===== src/pvq_pkg.sv =====
// ----------------------------------------------------------------------------
// PVQ index decoder package
// Shared control codes, command and status groups, and the pulse sign helper.
// ----------------------------------------------------------------------------
package pvq_pkg;

  typedef enum logic [3:0] {
    ST_FILL,
    ST_IDLE,
    ST_TOP,
    ST_MP_P_ISS,
    ST_MP_P_CHK,
    ST_MP_Q_ISS,
    ST_MP_Q_CHK,
    ST_KD_ISS,
    ST_KD_CHK,
    ST_FL_ISS,
    ST_FL_CHK,
    ST_MD_P_ISS,
    ST_MD_P_CHK,
    ST_MD_Q_ISS,
    ST_MD_Q_CHK,
    ST_EMIT
  } pvq_state_t;

  typedef enum logic [1:0] {
    ST2_NONE,
    ST2_L2A,
    ST2_L2B,
    ST2_L2C
  } pvq_tail_t;

  typedef enum logic [2:0] {
    LK_NK1,
    LK_NN,
    LK_KM1N,
    LK_NK,
    LK_KN,
    LK_K1N
  } pvq_lk_sel_t;

  typedef enum logic [3:0] {
    OP_NONE,
    OP_LOAD,
    OP_SIGN,
    OP_K_EQ_N,
    OP_K_DEC,
    OP_SET_P,
    OP_MD_ZERO,
    OP_ELEM,
    OP_L2A,
    OP_L2B,
    OP_L2C
  } pvq_op_t;

  typedef struct packed {
    pvq_lk_sel_t lk_sel;
    logic        lk_en;
    pvq_op_t     op;
  } pvq_cmd_t;

  typedef struct packed {
    logic fill_done;
    logic in_ok;
    logic n_gt2;
    logic k_ge_n;
    logic u_gt_i;
    logic md_zero;
    logic out_free;
  } pvq_stat_t;

  function automatic logic [8:0] spulse(input logic [8:0] mag, input logic [8:0] smask);
    return (mag + smask) ^ smask;
  endfunction

endpackage


===== src/pvq_ctrl.sv =====
// ----------------------------------------------------------------------------
// PVQ controller
// Sequences table lookups and datapath operations for one vector.
// ----------------------------------------------------------------------------
module pvq_ctrl import pvq_pkg::*; (
  input  logic      clk,
  input  logic      rst_n,
  input  logic      in_valid,
  output logic      in_ready,
  input  pvq_stat_t stat,
  output pvq_cmd_t  cmd
);

  pvq_state_t state_r, state_nxt;
  pvq_tail_t  tail_r, tail_nxt;

  always_comb begin
    state_nxt = state_r;
    tail_nxt  = tail_r;
    if (tail_r != ST2_NONE) begin
      unique case (tail_r)
        ST2_L2A: tail_nxt = ST2_L2B;
        ST2_L2B: if (stat.out_free) begin
          tail_nxt = ST2_L2C;
        end
        ST2_L2C: if (stat.out_free) begin
          tail_nxt  = ST2_NONE;
          state_nxt = ST_IDLE;
        end
        default: tail_nxt = ST2_NONE;
      endcase
    end else begin
      unique case (state_r)
        ST_FILL: if (stat.fill_done) begin
          state_nxt = ST_IDLE;
        end
        ST_IDLE: if (in_valid && stat.in_ok) begin
          state_nxt = ST_TOP;
        end
        ST_TOP: begin
          if (!stat.n_gt2) begin
            tail_nxt = ST2_L2A;
          end else if (stat.k_ge_n) begin
            state_nxt = ST_MP_P_ISS;
          end else begin
            state_nxt = ST_MD_P_ISS;
          end
        end
        ST_MP_P_ISS: state_nxt = ST_MP_P_CHK;
        ST_MP_P_CHK: state_nxt = ST_MP_Q_ISS;
        ST_MP_Q_ISS: state_nxt = ST_MP_Q_CHK;
        ST_MP_Q_CHK: state_nxt = stat.u_gt_i ? ST_KD_ISS : ST_FL_ISS;
        ST_KD_ISS:   state_nxt = ST_KD_CHK;
        ST_KD_CHK:   state_nxt = stat.u_gt_i ? ST_KD_ISS : ST_EMIT;
        ST_FL_ISS:   state_nxt = ST_FL_CHK;
        ST_FL_CHK:   state_nxt = stat.u_gt_i ? ST_FL_ISS : ST_EMIT;
        ST_MD_P_ISS: state_nxt = ST_MD_P_CHK;
        ST_MD_P_CHK: state_nxt = ST_MD_Q_ISS;
        ST_MD_Q_ISS: state_nxt = ST_MD_Q_CHK;
        ST_MD_Q_CHK: state_nxt = stat.md_zero ? ST_EMIT : ST_KD_ISS;
        ST_EMIT: if (stat.out_free) begin
          state_nxt = ST_TOP;
        end
        default: state_nxt = ST_IDLE;
      endcase
    end
  end

  always_comb begin
    in_ready   = 1'b0;
    cmd.lk_sel = LK_NK;
    cmd.lk_en  = 1'b0;
    cmd.op     = OP_NONE;
    if (tail_r != ST2_NONE) begin
      unique case (tail_r)
        ST2_L2A: cmd.op = OP_L2A;
        ST2_L2B: if (stat.out_free) begin
          cmd.op = OP_L2B;
        end
        ST2_L2C: if (stat.out_free) begin
          cmd.op = OP_L2C;
        end
        default: cmd.op = OP_NONE;
      endcase
    end else begin
      unique case (state_r)
        ST_IDLE: begin
          in_ready = 1'b1;
          if (in_valid && stat.in_ok) begin
            cmd.op = OP_LOAD;
          end
        end
        ST_MP_P_ISS: begin
          cmd.lk_sel = LK_NK1;
          cmd.lk_en  = 1'b1;
        end
        ST_MP_P_CHK: cmd.op = OP_SIGN;
        ST_MP_Q_ISS: begin
          cmd.lk_sel = LK_NN;
          cmd.lk_en  = 1'b1;
        end
        ST_MP_Q_CHK: if (stat.u_gt_i) begin
          cmd.op = OP_K_EQ_N;
        end
        ST_KD_ISS: begin
          cmd.lk_sel = LK_KM1N;
          cmd.lk_en  = 1'b1;
          cmd.op     = OP_K_DEC;
        end
        ST_KD_CHK: if (!stat.u_gt_i) begin
          cmd.op = OP_SET_P;
        end
        ST_FL_ISS: begin
          cmd.lk_sel = LK_NK;
          cmd.lk_en  = 1'b1;
        end
        ST_FL_CHK: cmd.op = stat.u_gt_i ? OP_K_DEC : OP_SET_P;
        ST_MD_P_ISS: begin
          cmd.lk_sel = LK_KN;
          cmd.lk_en  = 1'b1;
        end
        ST_MD_P_CHK: cmd.op = OP_SET_P;
        ST_MD_Q_ISS: begin
          cmd.lk_sel = LK_K1N;
          cmd.lk_en  = 1'b1;
        end
        ST_MD_Q_CHK: cmd.op = stat.md_zero ? OP_MD_ZERO : OP_SIGN;
        ST_EMIT: if (stat.out_free) begin
          cmd.op = OP_ELEM;
        end
        default: cmd.op = OP_NONE;
      endcase
    end
  end

  always_ff @(posedge clk) begin
    if (!rst_n) begin
      state_r <= ST_FILL;
      tail_r  <= ST2_NONE;
    end else begin
      state_r <= state_nxt;
      tail_r  <= tail_nxt;
    end
  end

endmodule


===== config.mk =====
export PLATFORM = sky130hd
export DESIGN_NAME = pvq_ctrl
export DESIGN_NICKNAME = d
export VERILOG_FILES = /design/src/pvq_pkg.sv /design/src/pvq_ctrl.sv
export SDC_FILE = /design/constraint.sdc
export NUM_CORES = 1
export LEC_CHECK = 0
export BUFFER_PORTS_ARGS = -buffer_cell sky130_fd_sc_hd__buf_4
export CORE_UTILIZATION = 47
export DETAILED_ROUTE_END_ITERATION = 12
export PLACE_DENSITY = 0.75
export SLEW_MARGIN = 10
export SYNTH_ARGS = -nofsm -noshare
export SYNTH_HDL_FRONTEND = slang
export SYNTH_SLANG_ARGS = --single-unit

===== constraint.sdc =====
create_clock -name clk -period 1.7 [get_ports clk]
set_input_delay 0.34 -clock clk [delete_from_list [all_inputs] [get_ports clk]]
set_output_delay 0.34 -clock clk [all_outputs]
set_load 0.02 [all_outputs]

==> impl_metrics.tcl <==
set metrics [dict create \
    cts_sinks 6 \
    nNetsFinal 158 \
    place_congestion 0.897 \
    path_cells "and3_1 > o21ai_1 > o311ai_0 > a32o_1 > buf_6" \
    ioPinCount 19 \
    drt_iter0_drc 36 \
    root_buffer "clkbuf_4" \
    multiInputGateArea_um2 728 \
    cts_buffer_depth 2 \
    netlist_area_um2 772 \
    hpwl_um 1640 \
    fin_crit_ns 1.95 \
    min_path_type "in2reg" \
    dp_cells 152 \
    grt_overflow_total 0 \
    die_w_um 42.5 \
    drc 0 \
    rr_startpoint "tail_r[0]" \
    skew_ns 0.00280 \
    seq_area_um2 138 \
    drive_gt1_share_pct 55.9 \
    cp-end-kind "primary output" \
    synth-edff-count 0 \
    critPathMaxStageDelay_ns 0.38 \
    syn-num-nets 121 \
    ir_drop_mv 1.16 \
    antenna_found_initial 0 \
    stdcell_area_mm2 0.00130 \
    p_leak_uw 0.000515 \
    fmax_mhz 512 \
    antenna_left 0 \
    cp_max_fo 9 \
    portBuffers 18 \
    start_util_pct 50.7 \
    grt_pass1_wl_um 4080 \
    slew_violations 0 \
    fin_cells 159 \
    synth_cell_types 44 \
    die_area_mm2 0.00181 \
    grt_pass1_vias 896 \
    finalCritPeriodShare_pct 115 \
    wl_met2_um 1390 \
    required_ns 1.36 \
    slew_headroom_pct 76.2 \
    post_dp_cell_area_mm2 0.00104 \
    wl_um 2840 \
    slowest_stage "dfxtp_4" \
    worstSetupStartpointType "flip-flop" \
    syn_inst 108 \
    grt_max_degree 20 \
    drt_first_pass_iters 4 \
    viasPerCell 6.40 \
    coreArea_mm2 0.00152 \
    areaGrowthSynthToFinish_pct 68.7 \
    rsz0062_at_grt "true" \
    status "complete, but fails checks" \
    clk_pin_slew_worst_paths_ns 0.05 \
    arrival_ns 1.61 \
    num_vias 1017 \
    ys_async_sr_fraction_pct 0 \
    synth_area_per_cell_um2 7.15 \
    maxCapViolCount 0 \
    top_layer "met4" \
    cts_tree "yes" \
    wl_per_cell_um 17.8 \
    route.met3.wl_um 150 \
    violations "negative setup slack" \
    n_antenna_cell 0 \
    cts_buffers 3 \
    worst_pin_slew_ns 0.352 \
    setup-violations-final 9 \
    die_h_um 42.5 \
    crit_type "reg2out" \
    setup_ws_ns -0.255 \
    ys_warn_count 0 \
    p_per_area_mw_per_mm2 1290 \
    clock_latency_ns 0.26 \
    globalRouteTotalUtil_pct 30.4 \
    nFillCells 85 \
    ys_seq_area_share_pct 15.6 \
    ys.flop_type "dfxtp_1" \
    htree_num_levels 1 \
    ys_ff_latch 6 \
    std_cell_rows 14 \
    startpoint "state_r[1]" \
    min_from "rst_n" \
    utilization_pct 85.5 \
    m1WireLength_um 1200 \
    hold_violations 0 \
]
[power breakdown]
group	switching (µW)	internal (µW)	total, µW
registers	46.4	177	223
clock network	63.1	80.6	144
logic	617	690	1310
total	727	948	1670
[layout by cell type, fill, tap and decap left out, types with 2 or more instances in the layout]
| cell type | Yosys | routed |
|---|---|---|
| a211oi_2 | 0 | 2 |
| a21boi_0 | 2 | 2 |
| a21oi_1 | 6 | 6 |
| a31o_2 | 2 | 2 |
| a31oi_4 | 0 | 2 |
| a32o_1 | 2 | 2 |
| and2_4 | 0 | 2 |
| buf_4 | 0 | 30 |
| buf_6 | 1 | 11 |
| clkbuf_4 | 0 | 3 |
| dfxtp_2 | 0 | 2 |
| dfxtp_4 | 0 | 4 |
| ha_1 | 3 | 2 |
| inv_1 | 8 | 6 |
| inv_2 | 0 | 2 |
| mux2i_1 | 2 | 2 |
| nand2_1 | 12 | 11 |
| nand2b_1 | 3 | 2 |
| nand4_1 | 2 | 2 |
| nor2_1 | 7 | 5 |
| nor2b_1 | 4 | 2 |
| nor2b_2 | 0 | 2 |
| o21ai_0 | 7 | 6 |
[final timing paths]
path              slack (ns)          to  cells after the start
setup / recovery       -0.25      cmd[0]                      5
hold / removal          0.44   tail_r[1]                      3
setup reg to reg       -0.05  state_r[1]                      6
hold reg to reg         0.63   tail_r[0]                      3
[synth_stat cells, types with 2 or more instances]
library cell	number	area share [%]
nand4_1	2	1.6
nor2b_1	4	3.2
nor2_1	7	3.4
ha_1	3	4.9
nor3_1	2	1.3
dfxtp_1	6	16
and2_1	2	1.6
a31oi_1	2	1.6
clkbuf_1	7	3.4
a211oi_1	3	2.9
o32ai_1	2	2.3
a31o_2	2	2.3
a32o_1	2	2.6
inv_1	8	3.9
a21oi_1	6	3.9
nand2_1	12	5.8
nand2b_1	3	2.4
a21boi_0	2	1.9
o21ai_0	7	4.5
mux2i_1	2	2.6
[stage by stage]
step	TNS, ns	worst slack [ns]	total power (µW)	hold WS [ns]
after detailed placement	-0.540	-0.113	1110	0.611
after CTS	-0.612	-0.191	1500	0.420
after global placement	-0.316	-0.0817	1090	0.603
after global routing	-1.36	-0.316	1760	0.450
after floorplan	0	0.00360	780	0.485
final	-0.920	-0.255	1670	0.444
[registers in the layout, summed over array words and instances, names as in the netlist]
register	cells
state_r	4
tail_r	2
[area by class of cell]
class	instances	area share, %
multi-input cells	84	55.9
flip-flops and latches	6	10.6
well taps	16	1.54
repair buffers	42	28.0
clock buffers	3	1.73
inverters	8	2.31
[what timing repair did]
action	CTS	global route
setup endpoints to repair	13	12
buffers inserted	3	1
gates resized for setup	32	16
hold buffers	0	0
pin swaps	4	4
hold endpoints to repair	0	0
[kinds of logic (layout without fill, tap and decap cells)]
family          count (synthesis)  after routing  synth area share, %
mux                             3              3                 4.05
fa+ha+maj                       3              3                 4.86
flops                           6              6                 15.6
compound gates                 37             37                 36.1
simple gates                   40             40                 28.4
buf+inv                        18             53                 9.89
xor+xnor                        1              1                 1.13
[routing by layer]
metal / track usage, % / up-vias
met5: 0 / -
met4: 14.4 / 0
met3: 9.48 / 10
met2: 50.5 / 47
met1: 35.0 / 483
li1: - / 477
[critical path, delay by kind of cell (launching register included)]
family	cells	cell delay (ns)
compound gates	3	0.66
simple gates	1	0.19
flops	1	0.38
buf+inv	1	0.13
No activity file was read; power rests on OpenSTA's default activity.
