`src/pvq_pkg.sv`:
```
// ----------------------------------------------------------------------------
// PVQ index decoder package
// Shared control codes, command and status groups, and the pulse sign helper.
// ----------------------------------------------------------------------------
package pvq_pkg;

  typedef enum logic [3:0] {
    ST_FILL,
    ST_IDLE,
    ST_TOP,
    ST_MP_P_ISS,
    ST_MP_P_CHK,
    ST_MP_Q_ISS,
    ST_MP_Q_CHK,
    ST_KD_ISS,
    ST_KD_CHK,
    ST_FL_ISS,
    ST_FL_CHK,
    ST_MD_P_ISS,
    ST_MD_P_CHK,
    ST_MD_Q_ISS,
    ST_MD_Q_CHK,
    ST_EMIT
  } pvq_state_t;

  typedef enum logic [1:0] {
    ST2_NONE,
    ST2_L2A,
    ST2_L2B,
    ST2_L2C
  } pvq_tail_t;

  typedef enum logic [2:0] {
    LK_NK1,
    LK_NN,
    LK_KM1N,
    LK_NK,
    LK_KN,
    LK_K1N
  } pvq_lk_sel_t;

  typedef enum logic [3:0] {
    OP_NONE,
    OP_LOAD,
    OP_SIGN,
    OP_K_EQ_N,
    OP_K_DEC,
    OP_SET_P,
    OP_MD_ZERO,
    OP_ELEM,
    OP_L2A,
    OP_L2B,
    OP_L2C
  } pvq_op_t;

  typedef struct packed {
    pvq_lk_sel_t lk_sel;
    logic        lk_en;
    pvq_op_t     op;
  } pvq_cmd_t;

  typedef struct packed {
    logic fill_done;
    logic in_ok;
    logic n_gt2;
    logic k_ge_n;
    logic u_gt_i;
    logic md_zero;
    logic out_free;
  } pvq_stat_t;

  function automatic logic [8:0] spulse(input logic [8:0] mag, input logic [8:0] smask);
    return (mag + smask) ^ smask;
  endfunction

endpackage

```
`src/pvq_dp.sv`:
```
// ----------------------------------------------------------------------------
// PVQ datapath
// Index, dimension and pulse registers, table addressing and the output stage.
// ----------------------------------------------------------------------------
module pvq_dp import pvq_pkg::*; #(
  parameter int MAX_DIM    = 64,
  parameter int MAX_PULSES = 128,
  parameter int ROWS       = MAX_DIM + 1,
  parameter int COLS       = MAX_DIM + MAX_PULSES + 2,
  parameter int AW         = $clog2(ROWS * COLS)
) (
  input  logic              clk,
  input  logic              rst_n,
  input  pvq_cmd_t          cmd,
  output pvq_stat_t         stat,
  input  logic              fill_done,
  input  logic [31:0]       code_index,
  input  logic [6:0]        dimension,
  input  logic [7:0]        pulse_total,
  output logic              lk_en,
  output logic [AW-1:0]     lk_addr,
  input  logic [31:0]       lk_data,
  output logic              out_valid,
  input  logic              out_ready,
  output logic signed [8:0] out_value,
  output logic              out_last
);

  localparam int KW = $clog2(COLS) + 2;
  localparam int NW = $clog2(MAX_DIM + 1);

  logic [31:0]          i_r, i_nxt;
  logic [NW-1:0]        n_r, n_nxt;
  logic signed [KW-1:0] k_r, k_nxt;
  logic signed [KW-1:0] k0_r, k0_nxt;
  logic                 s_r, s_nxt;
  logic [31:0]          p_r, p_nxt;
  logic [8:0]           k2_r, k2_nxt;
  logic                 zero_r;
  logic                 ov_r, ov_nxt;
  logic [8:0]           oval_r, oval_nxt;
  logic                 olast_r, olast_nxt;

  logic signed [KW-1:0] n_s, la, lb;
  logic                 direct, swap;
  logic [KW-1:0]        row_u, col_u;
  logic [31:0]          u;
  logic                 out_free;
  logic [31:0]          k_ext, p2, i_inc, k2w;

  assign n_s = signed'(KW'(n_r));

  always_comb begin
    unique case (cmd.lk_sel)
      LK_NK1:  begin la = n_s;                lb = k_r + KW'(1); end
      LK_NN:   begin la = n_s;                lb = n_s;          end
      LK_KM1N: begin la = k_r - KW'(1);       lb = n_s;          end
      LK_NK:   begin la = n_s;                lb = k_r;          end
      LK_KN:   begin la = k_r;                lb = n_s;          end
      LK_K1N:  begin la = k_r + KW'(1);       lb = n_s;          end
      default: begin la = k_r;                lb = n_s;          end
    endcase
    direct = (la >= 0) && (lb >= 0) && (la < signed'(KW'(ROWS)))
           && (lb < signed'(KW'(COLS)));
    swap   = (la >= 0) && (lb >= 0) && (lb < signed'(KW'(ROWS)))
           && (la < signed'(KW'(COLS)));
    row_u  = direct ? unsigned'(la) : unsigned'(lb);
    col_u  = direct ? unsigned'(lb) : unsigned'(la);
    lk_addr = AW'(AW'(row_u) * AW'(COLS) + AW'(col_u));
  end

  assign lk_en    = cmd.lk_en;
  assign u        = zero_r ? 32'd0 : lk_data;
  assign out_free = !ov_r || out_ready;
  assign k_ext    = {{(32 - KW){k_r[KW-1]}}, k_r};
  assign p2       = (k_ext << 1) + 32'd1;
  assign i_inc    = i_r + 32'd1;
  assign k2w      = i_inc >> 1;

  always_comb begin
    i_nxt     = i_r;
    n_nxt     = n_r;
    k_nxt     = k_r;
    k0_nxt    = k0_r;
    s_nxt     = s_r;
    p_nxt     = p_r;
    k2_nxt    = k2_r;
    ov_nxt    = ov_r && !out_ready;
    oval_nxt  = oval_r;
    olast_nxt = olast_r;
    unique case (cmd.op)
      OP_NONE: ;
      OP_LOAD: begin
        i_nxt = code_index;
        n_nxt = NW'(dimension);
        k_nxt = KW'(pulse_total);
      end
      OP_SIGN: begin
        s_nxt  = (i_r >= u);
        i_nxt  = (i_r >= u) ? (i_r - u) : i_r;
        k0_nxt = k_r;
      end
      OP_K_EQ_N: k_nxt = n_s;
      OP_K_DEC:  k_nxt = k_r - KW'(1);
      OP_SET_P:  p_nxt = u;
      OP_MD_ZERO: begin
        k0_nxt = k_r;
        s_nxt  = 1'b0;
      end
      OP_ELEM: begin
        i_nxt     = i_r - p_r;
        n_nxt     = n_r - NW'(1);
        ov_nxt    = 1'b1;
        oval_nxt  = spulse(9'(k0_r - k_r), {9{s_r}});
        olast_nxt = 1'b0;
      end
      OP_L2A: begin
        s_nxt = (i_r >= p2);
        i_nxt = (i_r >= p2) ? (i_r - p2) : i_r;
      end
      OP_L2B: begin
        k2_nxt    = k2w[8:0];
        i_nxt     = (k2w != 32'd0) ? (i_r - ((k2w << 1) - 32'd1)) : i_r;
        ov_nxt    = 1'b1;
        oval_nxt  = spulse(9'(k_r) - k2w[8:0], {9{s_r}});
        olast_nxt = 1'b0;
      end
      OP_L2C: begin
        ov_nxt    = 1'b1;
        oval_nxt  = spulse(k2_r, 9'(32'd0 - i_r));
        olast_nxt = 1'b1;
      end
      default: ;
    endcase
  end

  always_ff @(posedge clk) begin
    if (!rst_n) begin
      ov_r <= 1'b0;
    end else begin
      ov_r <= ov_nxt;
    end
  end

  always_ff @(posedge clk) begin
    i_r     <= i_nxt;
    n_r     <= n_nxt;
    k_r     <= k_nxt;
    k0_r    <= k0_nxt;
    s_r     <= s_nxt;
    p_r     <= p_nxt;
    k2_r    <= k2_nxt;
    oval_r  <= oval_nxt;
    olast_r <= olast_nxt;
    if (cmd.lk_en) begin
      zero_r <= !(direct || swap);
    end
  end

  assign stat.fill_done = fill_done;
  assign stat.in_ok     = (dimension >= 7'd2) && (32'(dimension) <= MAX_DIM)
                        && (pulse_total >= 8'd1) && (32'(pulse_total) <= MAX_PULSES);
  assign stat.n_gt2     = (n_r > NW'(2));
  assign stat.k_ge_n    = (k_r >= n_s);
  assign stat.u_gt_i    = (u > i_r);
  assign stat.md_zero   = (p_r <= i_r) && (i_r < u);
  assign stat.out_free  = out_free;

  assign out_valid = ov_r;
  assign out_value = signed'(oval_r);
  assign out_last  = olast_r;

endmodule

```
`config.mk`:
```
export PLATFORM = sky130hd
export DESIGN_NAME = pvq_dp
export DESIGN_NICKNAME = d
export VERILOG_FILES = /design/src/pvq_pkg.sv /design/src/pvq_dp.sv
export SDC_FILE = /design/constraint.sdc
export NUM_CORES = 1
export LEC_CHECK = 0
export BUFFER_PORTS_ARGS = -buffer_cell sky130_fd_sc_hd__buf_4
export CAP_MARGIN = 20
export CELL_PAD_IN_SITES_DETAIL_PLACEMENT = 1
export CELL_PAD_IN_SITES_GLOBAL_PLACEMENT = 1
export CORE_ASPECT_RATIO = 1.5
export CORE_UTILIZATION = 35
export CTS_CLUSTER_SIZE = 16
export DETAILED_ROUTE_END_ITERATION = 10
export GPL_TIMING_DRIVEN = 0
export PLACE_DENSITY = 0.62
export SLEW_MARGIN = 25
export SYNTH_ARGS = -nofsm -noshare
export SYNTH_HDL_FRONTEND = slang
export SYNTH_SLANG_ARGS = --single-unit
export TNS_END_PERCENT = 20
```
`constraint.sdc`:
```
create_clock -name clk -period 9.2 [get_ports clk]
set_input_delay 1.84 -clock clk [delete_from_list [all_inputs] [get_ports clk]]
set_output_delay 1.84 -clock clk [all_outputs]
set_load 0.02 [all_outputs]
```
==> results of run 1 <==
worst min-delay path by stage:
stage | from | slack [ps] | to
after CTS | out_valid | 570 | out_valid
after detailed placement | out_valid | 550 | out_valid
after global routing | out_valid | 620 | out_valid
final | out_valid | 570 | out_valid
after floorplan | k_r[8] | 560 | k0_r[8]
after global placement | out_valid | 550 | out_valid
Yosys cell counts, drive strengths merged (19+ instances only):
| cell type | instances |
|---|---|
| a221oi | 20 |
| o21a | 19 |
| o21bai | 25 |
| a31oi | 28 |
| clkbuf | 47 |
| nand3 | 52 |
| o21ai | 132 |
| nor3 | 28 |
| a211oi | 19 |
| edfxtp | 111 |
| fa | 24 |
| nor2b | 23 |
| nand4 | 24 |
| ha | 231 |
| inv | 175 |
| xor2 | 58 |
| a21o | 65 |
| nand2 | 116 |
| a21oi | 171 |
| and3 | 29 |
| nand2b | 55 |
| nor2 | 149 |
| xnor2 | 160 |
final cells by class:
type	instances	area share
plain buffers	64	0.01726
clock buffers	9	0.01204
clock inverters	7	0.004615
inverters	177	0.03592
multi-input cells	1631	0.6532
flip-flops and latches	112	0.1793
well taps	588	0.03933
repair buffers	140	0.05839
registers in the layout, indices dropped and copies added (netlist names):
register   count
k_r           10
out_value      9
k0_r           9
s_r            1
zero_r         1
out_valid      1
k2_r           9
i_r           32
p_r           32
out_last       1
n_r            7
kinds of logic after synthesis:
family | after synthesis | share of synthesized area
AOI/OAI and AO/OA | 598 | 0.2348
and+or+nand+nor | 540 | 0.1655
DFF | 112 | 0.2050
xor gates and xnor gates | 218 | 0.1167
adders and majority gates | 255 | 0.2061
buffers and inverters | 241 | 0.05952
muxes | 20 | 0.01239
where the power goes:
part | leakage [nW] | internal, W | switching [W]
logic | 7.05 | 0.000611 | 0.000825
clock network | 0.147 | 0.000197 | 0.000268
registers | 1.04 | 0.000601 | 0.0000495
worst max-delay path, cell delays in order:
cell	delay, ps
buf_4	140
inv_1	70
clkbuf_2	230
nor2_1	160
nand2_1	160
o22ai_1	110
mux2_4	320
nor4_4	340
nand3_4	160
nor2_8	140
buf_12	150
mux2i_4	280
ha_1	270
ha_1	290
ha_1	320
fa_1	560
ha_4	220
nor2b_1	120
o21ai_0	140
nand2b_1	110
xnor2_2	170
nor2_1	100
o21ai_0	110
xnor2_1	200
xnor2_1	130
buf_4	160
stage by stage:
stage	setup slack (ps)	hold slack, ps
2_1_floorplan	509.0	560.8
3_3_place_gp	-494.2	547.3
3_5_place_dp	-570.9	548.2
4_1_cts	12.32	573.2
5_1_grt	-5.228	616.7
6_report	335.4	566.0
metal layers:
metal  GRT usage  vias to the layer above
met5           0                        -
met4      0.1448                        4
met3     0.02393                      117
met2      0.5046                      317
met1      0.3069                     7746
li1            -                     7516
what timing repair did:
action,CTS,global route
setup buffers,6,11
endpoints found under the setup margin,5,3
gates resized for setup,16,27
pin swaps,3,8
==> impl_metrics.tcl, run 1 <==
set metrics [dict create \
    status "complete, no violations" \
    drv_cap 0 \
    clkLatencyLatePin_ps 410 \
    hold_path_class "flip-flop to flip-flop" \
    ctsHtreeMaxLevel 3 \
    hold_viol_final 0 \
    drive_gt1_frac 0.1103 \
    max-vdd-ir-drop_uv 268.0 \
    clkSinkCount 112 \
    setup.worst_path.end "lk_addr[13]" \
    numCtsBuffers 9 \
    syn_nets 2330 \
    r2r-end "i_r[31]" \
    utilization 0.4077 \
    synth.area.top_cells "edfxtp_1 20%, ha_1 18%, xnor2_1 8.6%" \
    finClkSkew_ps 18.98 \
    clk_pin_slew_ps 100 \
    setup_violations 0 \
    vias 15700 \
    dpl.cell_count 2695 \
    cts-root-buf "clkbuf_16" \
    die_w_um 178.5 \
    synth.cell_area_mm2 0.01636 \
    end_kind "output pin" \
    fin_cells 2728 \
    postRouteAntennaNets 0 \
    p_leak_nw 8.239 \
    finalCritPeriodShare 0.9635 \
    dpl.hpwl_um 52210 \
    slew_headroom 0.3015 \
    drc 0 \
    die-area_mm2 0.04762 \
    worstPathMaxFanout 10 \
    grt_start_max_net_pins 26 \
    rrSetupSlack_ps 2950 \
    cts_hold_buf 0 \
    num_antenna_cells 0 \
    wl_met1_um 25570 \
    yosysTopAreaCell "edfxtp_1" \
    nets 2481 \
    gp_congestion 0.9208 \
    tightest_slew_ps 1046 \
    seq_area_frac_synth 0.2050 \
    vias_per_cell 5.755 \
    final_max_slew_viol_count 0 \
    io_pins 124 \
    power_density_mw_per_mm2 136.3 \
    ys_ff_latch 112 \
    port-buffer-count 119 \
    finalWirelength_um 64640 \
    cp.required_ps 7360 \
    critPathLaunch "cmd[5]" \
    postLayoutCellArea_mm2 0.01871 \
    postSynthAreaPerCell_um2 8.244 \
    post_dp_cell_area_mm2 0.01809 \
    final_cell_mix "229 x ha_1, 171 x inv_1, 166 x a21oi_1" \
    first_iter_violations 949 \
    fin_setup_tns_ps 0 \
    cts_buffer_depth 2 \
    synthToLayoutAreaGrowth_pct 14.37 \
    multi_input_area_mm2 0.01222 \
    grt_pass1_wl_um 96990 \
    cts_tree "done" \
    yosys_warnings 0 \
    die_h_um 266.8 \
    cp.arrival_ps 7020 \
    worstHoldPathCells 2 \
    overflow 0 \
    wl_met3_um 1768 \
    initial_core_util 0.3565 \
    synth-edff-count 111 \
    num_rows 96 \
    drt_pass1_iterations 5 \
    worstRegToRegCells 18 \
    max_freq_mhz 112.8 \
    fill_cells 5610 \
    core-area_mm2 0.04588 \
    grt_pass1_vias 16390 \
    top_layer_used "met5" \
    async_flop_share 0 \
    synth-main-ff-cell "edfxtp_1" \
    routedWlPerCell_um 23.70 \
    yosys.area.top_type_share 0.2038 \
    rr_startpoint "i_r[0]" \
    syn_inst 1984 \
    power_w 0.002551 \
    start_kind "input port" \
    seq_area_mm2 0.003353 \
    grt.total_usage 0.2739 \
    final_common_cell "ha_1" \
    fin_crit_ps 8865 \
    crit_type "input port to output pin" \
    met2_wirelength_um 33840 \
    ys_types 85 \
    antenna_found_initial 2 \
]
(Power assumes the default switching activity.)
==> run 2, diff against run 1 <==
- clock period: 9.2 -> 9.95 ns (I/O delays scaled with it)
==> run 2 against run 1 <==
- via count barely moved
- clock skew fell by 5.0 ps
- clock power is 8.4% lower
- sequential share of layout area increased by 0.17 points
- routed wire length down 0.57%
- worst setup slack gained 130 ps
- clock-buffer cell count unchanged
- largest cell class unchanged
- largest power group unchanged
==> impl_metrics.tcl, run 2 (synthesis results as in run 1) <==
set metrics [dict create \
    num_antenna_cells 0 \
    port-buffer-count 119 \
    finalWirelength_um 64270 \
    drc 0 \
    nets 2472 \
    die_w_um 178.5 \
    num_rows 96 \
    drive_gt1_frac 0.09855 \
    worst_path_max_delay_cell "fa_1" \
    p_leak_nw 8.176 \
    final_cell_mix "231 x ha_1, 172 x inv_1, 167 x a21oi_1" \
    die_h_um 266.8 \
    final_max_slew_viol_count 0 \
    ctsHtreeMaxLevel 3 \
    tightest_slew_ps 1019 \
    largestRegisters "i_r (32), p_r (32), k_r (10)" \
    r2r-end "i_r[31]" \
    hp-start "out_valid" \
    finClkSkew_ps 14.01 \
    rrSetupSlack_ps 3720 \
    finalCritPeriodShare 0.9532 \
    cp.required_ps 7960 \
    worstHoldPathCells 2 \
    antenna_found_initial 2 \
    initial_core_util 0.3565 \
    rsz0062_at_grt "no" \
    clkSinkCount 112 \
    core-area_mm2 0.04588 \
    dpl.cell_count 2695 \
    power_density_mw_per_mm2 125.6 \
    routedWlPerCell_um 23.64 \
    max_freq_mhz 105.4 \
    slew_headroom 0.3189 \
    grt_start_max_net_pins 26 \
    overflow 0 \
    hold_ws_ps 564.6 \
    cts_tree "done" \
    grt.total_usage 0.2736 \
    first_iter_violations 905 \
    cts-root-buf "clkbuf_16" \
    die-area_mm2 0.04762 \
    end_kind "output pin" \
    worstPathMaxFanout 10 \
    max_stage_delay_ps 500 \
    grt_pass1_wl_um 96880 \
    rr_startpoint "i_r[0]" \
    fin_crit_ps 9485 \
    worstRegToRegCells 18 \
    synthToLayoutAreaGrowth_pct 13.30 \
    clk_pin_slew_ps 90 \
    multi_input_area_mm2 0.01212 \
    cts_buffer_depth 2 \
    hold_viol_final 0 \
    final_common_cell "ha_1" \
    hold_path_class "flip-flop to flip-flop" \
    power_w 0.002328 \
    gp_congestion 0.9208 \
    grt_pass1_vias 16360 \
    cp.arrival_ps 7490 \
    vias_per_cell 5.772 \
    start_kind "flip-flop" \
    setup_violations 0 \
    numCtsBuffers 9 \
    seq_area_mm2 0.003353 \
    vias 15700 \
    status "complete, no violations" \
    hold_end "out_valid" \
    io_pins 124 \
    dpl.hpwl_um 52210 \
    max-vdd-ir-drop_uv 241.9 \
    clkLatencyLatePin_ps 410 \
    crit_type "flip-flop to output pin" \
    drt_pass1_iterations 5 \
    fill_cells 5627 \
    fin_cells 2719 \
    path_common_cell "ha_1" \
    drv_cap 0 \
    postRouteAntennaNets 0 \
]
## run 2: final cells by class
cell class / instances / share of cell area
clock inverter: 7 / 0.004659
timing repair buffer: 131 / 0.05509
clock buffer: 9 / 0.01215
inverter: 177 / 0.03605
multi-input combinational: 1631 / 0.6542
sequential: 112 / 0.1809
buffer: 64 / 0.01715
tap: 588 / 0.03970
## run 2: timing repair
item,in CTS,in global routing
hold endpoints to repair,0,0
endpoints found under the setup margin,2,2
hold buffers,0,0
setup buffers,2,6
pin swaps,0,2
resized for setup,5,13
## run 2: power by group
| part | switching (W) | leakage, nW | internal, W |
|---|---|---|---|
| Clock | 0.000243 | 0.147 | 0.000182 |
| Combinational | 0.000753 | 6.99 | 0.000548 |
| Sequential | 0.0000460 | 1.04 | 0.000555 |
| Total | 0.00104 | 8.18 | 0.00129 |
## run 2: stage by stage
stage          worst slack (ps)  instance area, um^2  setup TNS, ps    util
2_1_floorplan             959.0                16360              0       -
3_3_place_gp             -44.21                17980         -44.21  0.3920
3_5_place_dp             -120.9                18090         -120.9  0.3943
4_1_cts                   11.28                18430              0  0.4018
5_1_grt                   3.466                18530              0  0.4039
6_report                  465.3                18530              0  0.4039
## run 2: metal layers
layer / part of all wire / wire length, um / global-route usage / vias up
met5: 0.00031 / 20 / 0 / -
met4: 0.057 / 3650 / 0.1461 / 4
met3: 0.028 / 1779 / 0.02450 / 129
met2: 0.52 / 33440 / 0.5026 / 339
met1: 0.39 / 25380 / 0.3069 / 7714
li1: - / - / - / 7509
## run 2: worst max path at each step
stage	from	to	slack, ps	cells after the start
final	k_r[0]	lk_addr[13]	470	28
after global routing	k_r[0]	lk_addr[13]	3	28
after CTS	cmd[7]	lk_addr[13]	10	24
after detailed placement	cmd[5]	lk_addr[13]	-120	24
after global placement	cmd[7]	lk_addr[13]	-40	25
after floorplan	cmd[7]	lk_addr[13]	960	24
## run 2: critical path: cells and delay by family (launching register included)
kind                     cells  cell delay (ps)
AND/OR/NAND/NOR              9             2300
adder cells (fa/ha/maj)      6             1980
buffers and inverters        4              670
multiplexers                 2              660
XOR/XNOR                     3              540
AO/OA/AOI/OAI                4              470
flip-flops                   1              440
==> run 3, diff against run 2 <==
==> constraint.sdc (replaced) <==
create_clock -name clk -period 9.95 [get_ports clk]
set_input_delay 0.995 -clock clk [delete_from_list [all_inputs] [get_ports clk]]
set_output_delay 0.995 -clock clk [all_outputs]
set_load 0.02 [all_outputs]
==> run 3 against run 2 <==
- sequential cell count unchanged
- non-clock buffer count decreased by 8
- hold slack improved by 0.92 ps
- die area unchanged
- worst setup slack improved by 330 ps
- sequential power about the same
- fmax increased by 3.6%
- global-route usage about the same
- sequential share of layout area increased by 0.12 points
- clock power about the same
- critical path type unchanged
- largest power group unchanged
- highest routed layer unchanged
==> impl_metrics.tcl, run 3 (synthesis results as in run 1) <==
set metrics [dict create \
    status "complete, no violations" \
    power_w 0.002322 \
    worstPathMaxFanout 10 \
    die_h_um 266.8 \
    hold_viol_final 0 \
    post-cts-setup-buffer-count 0 \
    rrSetupSlack_ps 3710 \
    port-buffer-count 119 \
    fin_cells 2711 \
    gp_congestion 0.9208 \
    fin_setup_tns_ps 0 \
    worst_path_max_delay_cell "edfxtp_1" \
    cts_resized 0 \
    rsz0062_at_grt "no" \
    wl_met3_um 1694 \
    wl_met1_um 25450 \
    vias_per_cell 5.790 \
    die_w_um 178.5 \
    crit_type "flip-flop to output pin" \
    num_rows 96 \
    drive_gt1_frac 0.08950 \
    drc 0 \
    tightest_slew_ps 1030 \
    drt_pass1_iterations 5 \
    fin_crit_ps 9159 \
    start_kind "flip-flop" \
    routedWlPerCell_um 23.66 \
    path_common_cell "ha_1" \
    cts_buffer_depth 2 \
    finClkSkew_ps 18.13 \
    slew_headroom 0.3117 \
    cp.arrival_ps 8160 \
    end_kind "output pin" \
    post_dp_cell_area_mm2 0.01809 \
    largestRegisters "i_r (32), p_r (32), k_r (10)" \
    setup_violations 0 \
    grt_pass1_vias 16350 \
    cts_tree "done" \
    cp.required_ps 8960 \
    max_freq_mhz 109.2 \
    ctsHtreeMaxLevel 3 \
    finalWirelength_um 64150 \
    p_leak_nw 8.119 \
    grt_start_max_net_pins 26 \
    core-area_mm2 0.04588 \
    die-area_mm2 0.04762 \
    grt_pass1_wl_um 96730 \
    synthToLayoutAreaGrowth_pct 12.58 \
    vias 15700 \
    initial_core_util 0.3565 \
    postRouteAntennaNets 0 \
    nets 2464 \
    max_stage_delay_ps 560 \
    clkSinkCount 112 \
    overflow 0 \
    num_antenna_cells 0 \
    drv_cap 0 \
    met2_wirelength_um 33480 \
    io_pins 124 \
    max-vdd-ir-drop_uv 241.9 \
    antenna_found_initial 2 \
    cts_hold_buf 0 \
    final_common_cell "ha_1" \
    finalCritPeriodShare 0.9205 \
    numCtsBuffers 9 \
    postLayoutCellArea_mm2 0.01841 \
    power_density_mw_per_mm2 126.1 \
    dpl.cell_count 2695 \
    clkLatencyLatePin_ps 410 \
    cts-root-buf "clkbuf_16" \
    clk_pin_slew_ps 90 \
    final_cell_mix "231 x ha_1, 173 x inv_1, 168 x a21oi_1" \
    dpl.hpwl_um 52210 \
    final_max_slew_viol_count 0 \
    first_iter_violations 904 \
    hold_path_class "flip-flop to flip-flop" \
    top_layer_used "met5" \
    grt.total_usage 0.2732 \
]
==> run 3: cell types whose count changed in the layout (fill, tap and decap cells not counted), moves of 2 or more <==
cell      change
mux2i_1       +2
buf_4         -8
clkbuf_1      +4
clkbuf_2      -4
mux2i_4       -2
==> run 3: path summary, 6_finish.rpt <==
kind / startpoint / endpoint / cells past startpoint
setup / recovery: k_r[0] / lk_addr[13] / 28
hold / removal: out_valid / out_valid / 2
setup reg to reg: i_r[0] / i_r[31] / 18
hold reg to reg: out_valid / out_valid / 2
==> run 3: stage by stage <==
step	utilization	worst slack [ps]	hold WS [ps]
global placement	0.3920	1320	547.3
finish	0.4013	791.4	565.5
global route	0.4013	283.5	616.5
detailed placement	0.3943	1172	548.2
floorplan	-	2315	560.8
CTS	0.4011	720.7	573.2
==> run 3: final cells by class <==
cell class / instances / area, um^2
Timing Repair Buffer: 123 / 960.9
Inverter: 177 / 664.4
Multi-Input combinational cell: 1631 / 12070
Clock buffer: 9 / 225.2
Clock inverter: 7 / 86.33
Tap cell: 588 / 735.7
Buffer: 64 / 312.8
Sequential cell: 112 / 3353
Fill cell: 5629 / 27470
==> run 3: where the power goes <==
| part | leakage (nW) | total, W | switching, W | internal, W |
|---|---|---|---|---|
| Sequential | 1.04 | 0.000602 | 0.0000468 | 0.000555 |
| Clock | 0.147 | 0.000426 | 0.000245 | 0.000182 |
| Combinational | 6.93 | 0.00129 | 0.000749 | 0.000544 |
==> run 3: per-layer routing <==
layer / track usage / vias up
met5: 0 / -
met2: 0.5017 / 333
met3: 0.02507 / 128
li1: - / 7493
met1: 0.3057 / 7738
met4: 0.1470 / 4
==> run 3: worst max-delay path, delay by kind of cell (launching register included) <==
family          cells  cell delay (ps)
compound gates      4              470
xor+xnor            3              540
fa+ha+maj           6             2060
buf+inv             4              860
flops               1              560
simple gates        9             2480
mux                 2              780
